===== src/rtl/wrcfs_pkg.sv =====
// ----------------------------------------------------------------------------
// wrcfs_pkg
// Shared types and constants of the class-filtered weighted random selector.
// ----------------------------------------------------------------------------
package wrcfs_pkg;

   localparam int CSR_ADDR_W = 6;
   localparam int CSR_DATA_W = 64;

   localparam int CLASS_W = 3;
   localparam int DRAW_W  = 16;
   localparam int INDEX_W = 3;
   localparam int MASK_W  = 8;

   localparam logic [16:0] DRAW_MAX = 17'd65535;

   localparam logic [63:0] RESET_ENTRY_WEIGHTS = 64'h0;
   localparam logic [63:0] RESET_CLASS_MASKS   = 64'hFFFF_FFFF_FFFF_FFFF;

   typedef enum logic [2:0] {
      REG_ENTRY_WEIGHTS,
      REG_CLASS_MASKS,
      REG_PRESENT_MASK,
      REG_SPAWNABLE_MASK,
      REG_REQUIRE_VALID_CLASS
   } reg_index_type;

   typedef enum logic [1:0] {
      PICK_WEIGHTED,
      PICK_ZERO_WEIGHT,
      PICK_FALLBACK,
      PICK_NONE
   } pick_kind_type;

   typedef struct packed {
      logic [63:0]       entry_weights;
      logic [63:0]       class_masks;
      logic [MASK_W-1:0] present_mask;
      logic [MASK_W-1:0] spawnable_mask;
      logic              require_valid_class;
   } cfg_type;

   typedef struct packed {
      logic               found;
      logic [INDEX_W-1:0] entry_index;
      pick_kind_type      pick_kind;
      logic [MASK_W-1:0]  eligible_mask;
   } result_type;

endpackage


===== src/rtl/wrcfs_csr.sv =====
// ----------------------------------------------------------------------------
// wrcfs_csr
// Configuration register file with an APB-style write and read port.
// ----------------------------------------------------------------------------
module wrcfs_csr (
   input  logic                             clock,
   input  logic                             reset,
   input  logic                             psel,
   input  logic                             penable,
   input  logic                             pwrite,
   input  logic [wrcfs_pkg::CSR_ADDR_W-1:0] paddr,
   input  logic [wrcfs_pkg::CSR_DATA_W-1:0] pwdata,
   output logic [wrcfs_pkg::CSR_DATA_W-1:0] prdata,
   output wrcfs_pkg::cfg_type               cfg
);
   import wrcfs_pkg::*;

   cfg_type       cfg_ff;
   cfg_type       cfg_in;
   reg_index_type reg_index;
   logic          write_en;

   assign reg_index = reg_index_type'(paddr[CSR_ADDR_W-1:3]);
   assign write_en  = psel & penable & pwrite;

   always_comb begin
      cfg_in = cfg_ff;
      if (write_en) begin
         case (reg_index)
            REG_ENTRY_WEIGHTS:       cfg_in.entry_weights       = pwdata;
            REG_CLASS_MASKS:         cfg_in.class_masks         = pwdata;
            REG_PRESENT_MASK:        cfg_in.present_mask        = pwdata[MASK_W-1:0];
            REG_SPAWNABLE_MASK:      cfg_in.spawnable_mask      = pwdata[MASK_W-1:0];
            REG_REQUIRE_VALID_CLASS: cfg_in.require_valid_class = pwdata[0];
            default:                 cfg_in = cfg_ff;
         endcase
      end
   end

   always_ff @(posedge clock) begin
      if (reset) begin
         cfg_ff.entry_weights       <= RESET_ENTRY_WEIGHTS;
         cfg_ff.class_masks         <= RESET_CLASS_MASKS;
         cfg_ff.present_mask        <= '0;
         cfg_ff.spawnable_mask      <= '0;
         cfg_ff.require_valid_class <= 1'b0;
      end else begin
         cfg_ff <= cfg_in;
      end
   end

   always_comb begin
      case (reg_index)
         REG_ENTRY_WEIGHTS:       prdata = cfg_ff.entry_weights;
         REG_CLASS_MASKS:         prdata = cfg_ff.class_masks;
         REG_PRESENT_MASK:        prdata = CSR_DATA_W'(cfg_ff.present_mask);
         REG_SPAWNABLE_MASK:      prdata = CSR_DATA_W'(cfg_ff.spawnable_mask);
         REG_REQUIRE_VALID_CLASS: prdata = CSR_DATA_W'(cfg_ff.require_valid_class);
         default:                 prdata = '0;
      endcase
   end

   assign cfg = cfg_ff;

endmodule


===== src/rtl/wrcfs_filter.sv =====
// ----------------------------------------------------------------------------
// wrcfs_filter
// First stage: eligibility per entry, running weight sums and the product of
// the draw with the total eligible weight, registered for the pick stage.
// ----------------------------------------------------------------------------
module wrcfs_filter #(
   parameter int NUM_ENTRIES = 8,
   parameter int NUM_CLASSES = 8,
   parameter int WEIGHT_BITS = 8,
   localparam int ENT    = (NUM_ENTRIES < wrcfs_pkg::MASK_W) ? NUM_ENTRIES : wrcfs_pkg::MASK_W,
   localparam int SUM_W  = WEIGHT_BITS + 3,
   localparam int PROD_W = wrcfs_pkg::DRAW_W + SUM_W
) (
   input  logic                              clock,
   input  logic                              load,
   input  wrcfs_pkg::cfg_type                cfg,
   input  logic [wrcfs_pkg::CLASS_W-1:0]     player_class,
   input  logic [wrcfs_pkg::DRAW_W-1:0]      random_draw,
   output logic [wrcfs_pkg::MASK_W-1:0]      elig,
   output logic [ENT-1:0][SUM_W-1:0]         run,
   output logic [PROD_W-1:0]                 prod
);
   import wrcfs_pkg::*;

   localparam logic [15:0] CLASS_ALL = 16'((32'd1 << NUM_CLASSES) - 32'd1);

   logic [MASK_W-1:0]                elig_in;
   logic [ENT-1:0][WEIGHT_BITS-1:0]  weight;
   logic [ENT-1:0][SUM_W-1:0]        run_in;
   logic [PROD_W-1:0]                prod_in;
   logic [MASK_W-1:0]                elig_ff;
   logic [ENT-1:0][SUM_W-1:0]        run_ff;
   logic [PROD_W-1:0]                prod_ff;

   for (genvar i = 0; i < ENT; i++) begin : g_ent
      localparam int WSH = i * WEIGHT_BITS;
      localparam int CSH = i * NUM_CLASSES;
      logic [15:0] cmask;
      logic        admit;

      assign weight[i] = WEIGHT_BITS'(cfg.entry_weights >> WSH);
      assign cmask     = 16'(cfg.class_masks >> CSH) & CLASS_ALL;
      if (CSH >= 64) begin : g_out
         assign admit = 1'b0;
      end else begin : g_in
         assign admit = (cmask == CLASS_ALL)
                     || (({2'b00, player_class} < 5'(NUM_CLASSES))
                         && cmask[{1'b0, player_class}]);
      end
      assign elig_in[i] = cfg.present_mask[i] & cfg.spawnable_mask[i] & admit;
   end

   if (ENT < MASK_W) begin : g_pad
      assign elig_in[MASK_W-1:ENT] = '0;
   end

   always_comb begin
      run_in[0] = elig_in[0] ? SUM_W'(weight[0]) : '0;
      for (int i = 1; i < ENT; i++) begin
         run_in[i] = run_in[i-1] + (elig_in[i] ? SUM_W'(weight[i]) : '0);
      end
   end

   assign prod_in = PROD_W'(random_draw) * PROD_W'(run_in[ENT-1]);

   always_ff @(posedge clock) begin
      if (load) begin
         elig_ff <= elig_in;
         run_ff  <= run_in;
         prod_ff <= prod_in;
      end
   end

   assign elig = elig_ff;
   assign run  = run_ff;
   assign prod = prod_ff;

endmodule


===== src/rtl/wrcfs_pick.sv =====
// ----------------------------------------------------------------------------
// wrcfs_pick
// Second stage: scales the product down by the full-scale draw, finds the
// first eligible entry whose running sum reaches the point, applies the
// zero-weight and fallback rules and registers the result.
// ----------------------------------------------------------------------------
module wrcfs_pick #(
   parameter int NUM_ENTRIES = 8,
   parameter int WEIGHT_BITS = 8,
   localparam int ENT    = (NUM_ENTRIES < wrcfs_pkg::MASK_W) ? NUM_ENTRIES : wrcfs_pkg::MASK_W,
   localparam int SUM_W  = WEIGHT_BITS + 3,
   localparam int PROD_W = wrcfs_pkg::DRAW_W + SUM_W
) (
   input  logic                          clock,
   input  logic                          load,
   input  logic                          require_valid_class,
   input  logic                          entry0_present,
   input  logic [wrcfs_pkg::MASK_W-1:0]  elig,
   input  logic [ENT-1:0][SUM_W-1:0]     run,
   input  logic [PROD_W-1:0]             prod,
   output wrcfs_pkg::result_type         result
);
   import wrcfs_pkg::*;

   localparam int R_W = ((SUM_W > 16) ? SUM_W : 16) + 2;

   logic [SUM_W-1:0]   q1;
   logic [R_W-1:0]     r1;
   logic [R_W-17:0]    q2;
   logic [16:0]        r2;
   logic               corr;
   logic [SUM_W-1:0]   point;
   logic [ENT-1:0]     hit;
   logic [INDEX_W-1:0] weighted_idx;
   logic [INDEX_W-1:0] first_idx;
   logic               zero_total;
   result_type         result_in;
   result_type         result_ff;

   // Division by 65535 through two folds of the high half plus one correction.
   assign q1    = prod[PROD_W-1:16];
   assign r1    = R_W'(prod[15:0]) + R_W'(q1);
   assign q2    = r1[R_W-1:16];
   assign r2    = {1'b0, r1[15:0]} + 17'(q2);
   assign corr  = (r2 >= DRAW_MAX);
   assign point = q1 + SUM_W'(q2) + SUM_W'(corr);

   assign zero_total = (run[ENT-1] == '0);

   for (genvar i = 0; i < ENT; i++) begin : g_hit
      assign hit[i] = elig[i] && (point <= run[i]);
   end

   always_comb begin
      weighted_idx = '0;
      first_idx    = '0;
      for (int i = ENT - 1; i >= 0; i--) begin
         if (hit[i]) begin
            weighted_idx = INDEX_W'(i);
         end
         if (elig[i]) begin
            first_idx = INDEX_W'(i);
         end
      end
   end

   always_comb begin
      result_in.eligible_mask = elig;
      result_in.found         = 1'b1;
      result_in.entry_index   = '0;
      result_in.pick_kind     = PICK_WEIGHTED;
      if (elig == '0) begin
         if (!require_valid_class && entry0_present) begin
            result_in.pick_kind = PICK_FALLBACK;
         end else begin
            result_in.found     = 1'b0;
            result_in.pick_kind = PICK_NONE;
         end
      end else if (zero_total) begin
         result_in.entry_index = first_idx;
         result_in.pick_kind   = PICK_ZERO_WEIGHT;
      end else begin
         result_in.entry_index = weighted_idx;
      end
   end

   always_ff @(posedge clock) begin
      if (load) begin
         result_ff <= result_in;
      end
   end

   assign result = result_ff;

endmodule


===== src/rtl/weighted_random_class_filtered_select.sv =====
// ----------------------------------------------------------------------------
// weighted_random_class_filtered_select
// Path: a result is valid once its request has passed the input, product and result registers.
// Throughput: one transaction per cycle through the input, product and result
// registers; a stalled result backs up only as far as the first empty stage.
// Reset: synchronous, clears all stage valids and loads the register defaults.
// Picks one of the configured entries by class-filtered weighted random draw.
// ----------------------------------------------------------------------------
module weighted_random_class_filtered_select #(
   parameter int NUM_ENTRIES = 8,
   parameter int NUM_CLASSES = 8,
   parameter int WEIGHT_BITS = 8
) (
   input  logic                             clock,
   input  logic                             reset,
   input  logic                             req_valid,
   output logic                             req_stall,
   input  logic [wrcfs_pkg::CLASS_W-1:0]    req_player_class,
   input  logic [wrcfs_pkg::DRAW_W-1:0]     req_random_draw,
   output logic                             rsp_valid,
   input  logic                             rsp_stall,
   output logic                             rsp_found,
   output logic [wrcfs_pkg::INDEX_W-1:0]    rsp_entry_index,
   output logic [1:0]                       rsp_pick_kind,
   output logic [wrcfs_pkg::MASK_W-1:0]     rsp_eligible_mask,
   input  logic                             csr_psel,
   input  logic                             csr_penable,
   input  logic                             csr_pwrite,
   input  logic [wrcfs_pkg::CSR_ADDR_W-1:0] csr_paddr,
   input  logic [wrcfs_pkg::CSR_DATA_W-1:0] csr_pwdata,
   output logic [wrcfs_pkg::CSR_DATA_W-1:0] csr_prdata,
   output logic                             csr_pready
);
   import wrcfs_pkg::*;

   localparam int ENT    = (NUM_ENTRIES < MASK_W) ? NUM_ENTRIES : MASK_W;
   localparam int SUM_W  = WEIGHT_BITS + 3;
   localparam int PROD_W = DRAW_W + SUM_W;

   cfg_type                   cfg;
   logic                      s1_valid_ff;
   logic                      s1_valid_in;
   logic                      s2_valid_ff;
   logic                      s2_valid_in;
   logic                      out_valid_ff;
   logic                      out_valid_in;
   logic                      s1_load;
   logic                      s2_load;
   logic                      out_load;
   logic [CLASS_W-1:0]        class_ff;
   logic [DRAW_W-1:0]         draw_ff;
   logic [MASK_W-1:0]         s2_elig;
   logic [ENT-1:0][SUM_W-1:0] s2_run;
   logic [PROD_W-1:0]         s2_prod;
   result_type                result;

   wrcfs_csr u_csr (
      .clock   (clock),
      .reset   (reset),
      .psel    (csr_psel),
      .penable (csr_penable),
      .pwrite  (csr_pwrite),
      .paddr   (csr_paddr),
      .pwdata  (csr_pwdata),
      .prdata  (csr_prdata),
      .cfg     (cfg)
   );

   assign csr_pready = 1'b1;

   assign out_load  = s2_valid_ff && (!out_valid_ff || !rsp_stall);
   assign s2_load   = s1_valid_ff && (!s2_valid_ff || out_load);
   assign req_stall = s1_valid_ff && !s2_load;
   assign s1_load   = req_valid && !req_stall;

   always_comb begin
      s1_valid_in  = s1_load || (s1_valid_ff && !s2_load);
      s2_valid_in  = s2_load || (s2_valid_ff && !out_load);
      out_valid_in = out_load || (out_valid_ff && rsp_stall);
   end

   always_ff @(posedge clock) begin
      if (reset) begin
         s1_valid_ff  <= 1'b0;
         s2_valid_ff  <= 1'b0;
         out_valid_ff <= 1'b0;
      end else begin
         s1_valid_ff  <= s1_valid_in;
         s2_valid_ff  <= s2_valid_in;
         out_valid_ff <= out_valid_in;
      end
   end

   always_ff @(posedge clock) begin
      if (s1_load) begin
         class_ff <= req_player_class;
         draw_ff  <= req_random_draw;
      end
   end

   wrcfs_filter #(
      .NUM_ENTRIES (NUM_ENTRIES),
      .NUM_CLASSES (NUM_CLASSES),
      .WEIGHT_BITS (WEIGHT_BITS)
   ) u_filter (
      .clock        (clock),
      .load         (s2_load),
      .cfg          (cfg),
      .player_class (class_ff),
      .random_draw  (draw_ff),
      .elig         (s2_elig),
      .run          (s2_run),
      .prod         (s2_prod)
   );

   wrcfs_pick #(
      .NUM_ENTRIES (NUM_ENTRIES),
      .WEIGHT_BITS (WEIGHT_BITS)
   ) u_pick (
      .clock               (clock),
      .load                (out_load),
      .require_valid_class (cfg.require_valid_class),
      .entry0_present      (cfg.present_mask[0]),
      .elig                (s2_elig),
      .run                 (s2_run),
      .prod                (s2_prod),
      .result              (result)
   );

   assign rsp_valid         = out_valid_ff;
   assign rsp_found         = result.found;
   assign rsp_entry_index   = result.entry_index;
   assign rsp_pick_kind     = result.pick_kind;
   assign rsp_eligible_mask = result.eligible_mask;

endmodule


===== config.mk =====
export PLATFORM = sky130hd
export DESIGN_NAME = weighted_random_class_filtered_select
export DESIGN_NICKNAME = d
export VERILOG_FILES = /design/src/rtl/wrcfs_pkg.sv /design/src/rtl/wrcfs_csr.sv /design/src/rtl/wrcfs_filter.sv /design/src/rtl/wrcfs_pick.sv /design/src/rtl/weighted_random_class_filtered_select.sv
export SDC_FILE = /design/constraint.sdc
export NUM_CORES = 1
export LEC_CHECK = 0
export BUFFER_PORTS_ARGS = -buffer_cell sky130_fd_sc_hd__clkbuf_2
export CAP_MARGIN = 15
export CORE_MARGIN = 2
export CORE_UTILIZATION = 38
export CTS_CLUSTER_SIZE = 28
export DETAILED_ROUTE_END_ITERATION = 12
export GPL_ROUTABILITY_DRIVEN = 0
export GPL_TIMING_DRIVEN = 0
export PLACE_DENSITY = 0.52
export REMOVE_ABC_BUFFERS = 1
export SYNTH_ARGS = -nofsm -noshare
export SYNTH_HDL_FRONTEND = slang
export SYNTH_SLANG_ARGS = --single-unit
export TNS_END_PERCENT = 5

===== constraint.sdc =====
create_clock -name clock -period 18.6 [get_ports clock]
set_input_delay 1.86 -clock clock [delete_from_list [all_inputs] [get_ports clock]]
set_output_delay 1.86 -clock clock [all_outputs]
set_load 0.005 [all_outputs]

==> flow_metrics.tcl <==
set metrics [dict create \
    fin_crit_ps 15720 \
    synth_seq_cells 298 \
    layout_setup_ws_ps 2883 \
    wl_met3_um 2457 \
    slew_headroom 0.2312 \
    slowest_delay_ps 760 \
    fin_crit_sh 0.8450 \
    antenna_found_initial 0 \
    netlist_area_sq_um 22890 \
    synth-edff-count 150 \
    grt.total_usage 0.2022 \
    reg2reg_from "class_ff[0]" \
    synth_seq_area_share 0.3262 \
    finalPower_uw 1563 \
    crit_start "class_ff[0]" \
    nNetsFinal 2974 \
    die-area_sq_um 62210 \
    finalClockSkew_ps 30.24 \
    vdd_drop_max_uv 58.58 \
    yosys.area.top_type_share 0.1968 \
    ys_types 77 \
    hold_viol 0 \
    dr_wl_met2_um 30130 \
    holdBufCountCts 0 \
    setup_viol 0 \
    cts.sink_count 298 \
    r2r_end "u_filter.prod[25]" \
    post_cts_buffers 0 \
    startpoint_type "flip-flop" \
    htreeDepth 2 \
    initial_core_util 0.3864 \
    min_path_type "flip-flop to flip-flop" \
    synth_ff_type "edfxtp_1" \
    die_w_um 249.4 \
    core-area_sq_um 59240 \
    fin_setup_tns_ps 0 \
    clock.fmax_mhz 63.63 \
    rsz0062_at_grt "false" \
    viasPerCell 5.276 \
    async_reset_ff_frac 0 \
    dpl.hpwl_um 48700 \
    ant_nets 0 \
    first_global_vias 18330 \
    wl_per_cell_um 18.74 \
    die_h_um 249.4 \
    ys_warn_count 0 \
    power.leakage_uw 0.01141 \
    grt_max_degree 117 \
    finalMaxSlewViolations 0 \
    remaining_drc_errors 0 \
    power.density_nw_per_um2 59.56 \
    drt_iter0_drc 965 \
    io_pins 177 \
    synth_area_leaders "edfxtp_1, dfxtp_1, ha_1" \
    crit_path_end "u_filter.prod[25]" \
    cts-root-buf "clkbuf_16" \
    synthCells 2357 \
    avgSynthCellArea_sq_um 9.711 \
    synth_common_cells "nand2_1, inv_1, ha_1" \
    required_ps 18890 \
    io_buffers 172 \
    r2r_cells 51 \
    yosys.area.top_type "edfxtp_1" \
    drv_cap 0 \
    crit_fanout 12 \
    crit_arrival_ps 16010 \
    gr-total-overflow 0 \
    drt-total-wl_um 62370 \
    vias 17560 \
    clkTransAtPathRegs_ps 60 \
    critPathKind "flip-flop to flip-flop" \
    clk_latency_ps 580 \
    drt-pass1-iter-count 5 \
    r2r_slack_ps 2880 \
    row_count 89 \
    max_slew.worst_pin.slew_ps 1145 \
    slowest_stage "nor3_2" \
    fin_hold_ws_ps 470.6 \
    top_layer "met4" \
    cts-buffers-inserted 38 \
    crit_path_frequent_cell "ha_1" \
    diodes 0 \
    post_cts_resized 0 \
    status "finished, final reports clean" \
    routedLengthMet1_um 27830 \
    cts_tree "built" \
    dp_slack_ps 2893 \
    grt_pass1_wl_um 99790 \
    endpoint_kind "flip-flop" \
    nFillCells 5756 \
    syn_to_final_growth_pct 14.68 \
    cts_buffer_depth 3 \
    fin_util 0.4431 \
    synth_most_common_cell "nand2_1" \
    drive_above_1_share 0.1370 \
]
## stage by stage
step           instance area, sq um  std cells
2_1_floorplan                 22500       2261
3_3_place_gp                  24330       3206
3_5_place_dp                  25040       3258
4_1_cts                       26230       3326
5_1_grt                       26250       3328
6_report                      26250       3328
## report_power, final
group / total [uW] / internal [uW] / switching (uW)
Clock: 719 / 419 / 299
Sequential: 727 / 705 / 22.3
Combinational: 118 / 52.7 / 64.9
Total: 1560 / 1180 / 387
## worst min-delay path by stage
| stage | startpoint | to | slack (ps) | cells after the start |
|---|---|---|---|---|
| after floorplan | u_csr.cfg[83] | u_csr.cfg[83] | 440 | 2 |
| after global placement | u_csr.cfg[113] | u_csr.cfg[113] | 460 | 2 |
| after detailed placement | u_csr.cfg[115] | u_csr.cfg[115] | 470 | 2 |
| after CTS | u_csr.cfg[102] | u_csr.cfg[102] | 480 | 2 |
| after global routing | u_csr.cfg[131] | u_csr.cfg[131] | 490 | 2 |
| final | u_csr.cfg[102] | u_csr.cfg[102] | 470 | 2 |
## kinds of logic after synthesis
kind of cell | share of synthesized area
other cells | 0.0001638
mux | 0.03449
simple gates | 0.1595
buf+inv | 0.06052
xor+xnor | 0.03460
compound gates | 0.1487
fa+ha+maj | 0.2358
flops | 0.3262
## placed cells by master, fill, tap and decap left out, drive strengths merged, types with 4 or more instances in the layout
master,count
edfxtp,150
nand3,25
or2,5
xnor2,60
o31a,4
mux4,23
nor4,8
nor2b,95
and3,16
inv,268
buf,54
a31oi,6
nor3,25
clkbuf,226
a21o,30
o21ai,69
o21bai,13
a211o,67
nand2,265
a21boi,4
xor2,26
dfxtp,148
nand2b,14
nand4,22
a22o,58
ha,217
o21a,43
clkinv,9
a21oi,142
or4b,6
fa,134
and2,146
nor2,83
or3,5
mux2i,26
o211ai,5
a211oi,13
o32ai,4
## area by class of cell
| cell class | count | area, sq um | share of cell area |
|---|---|---|---|
| Tap cell | 773 | 967.2 | 0.03685 |
| Inverter | 265 | 994.7 | 0.03790 |
| Clock inverter | 14 | 120.1 | 0.004576 |
| Multi-Input combinational cell | 1698 | 14130 | 0.5382 |
| Sequential cell | 298 | 7467 | 0.2845 |
| Clock buffer | 54 | 1076 | 0.04100 |
| Timing Repair Buffer | 226 | 1496 | 0.05701 |
## metal layers
| metal | vias to the layer above | global-route usage |
|---|---|---|
| li1 | 8472 | - |
| met1 | 8699 | 0.2625 |
| met2 | 302 | 0.3445 |
| met3 | 87 | 0.02972 |
| met4 | 0 | 0.06902 |
| met5 | - | 0 |
## registers in the layout, indices dropped and copies added (netlist names)
signal	cells
u_filter.elig	8
class_ff	3
u_filter.prod	27
rsp_valid	1
u_pick.result	14
u_filter.run	82
s1_valid_ff	1
u_csr.cfg	145
draw_ff	16
s2_valid_ff	1
## worst max-delay path: cells and delay by family (launching register included)
kind	cells	cell delay, ps
buffers and inverters	3	390
muxes	2	440
and+or+nand+nor	10	3140
xor gates and xnor gates	5	1250
adders and majority gates	14	5670
AOI/OAI and AO/OA	17	3810
DFF	1	680
Power figures use the tool's default switching activity.
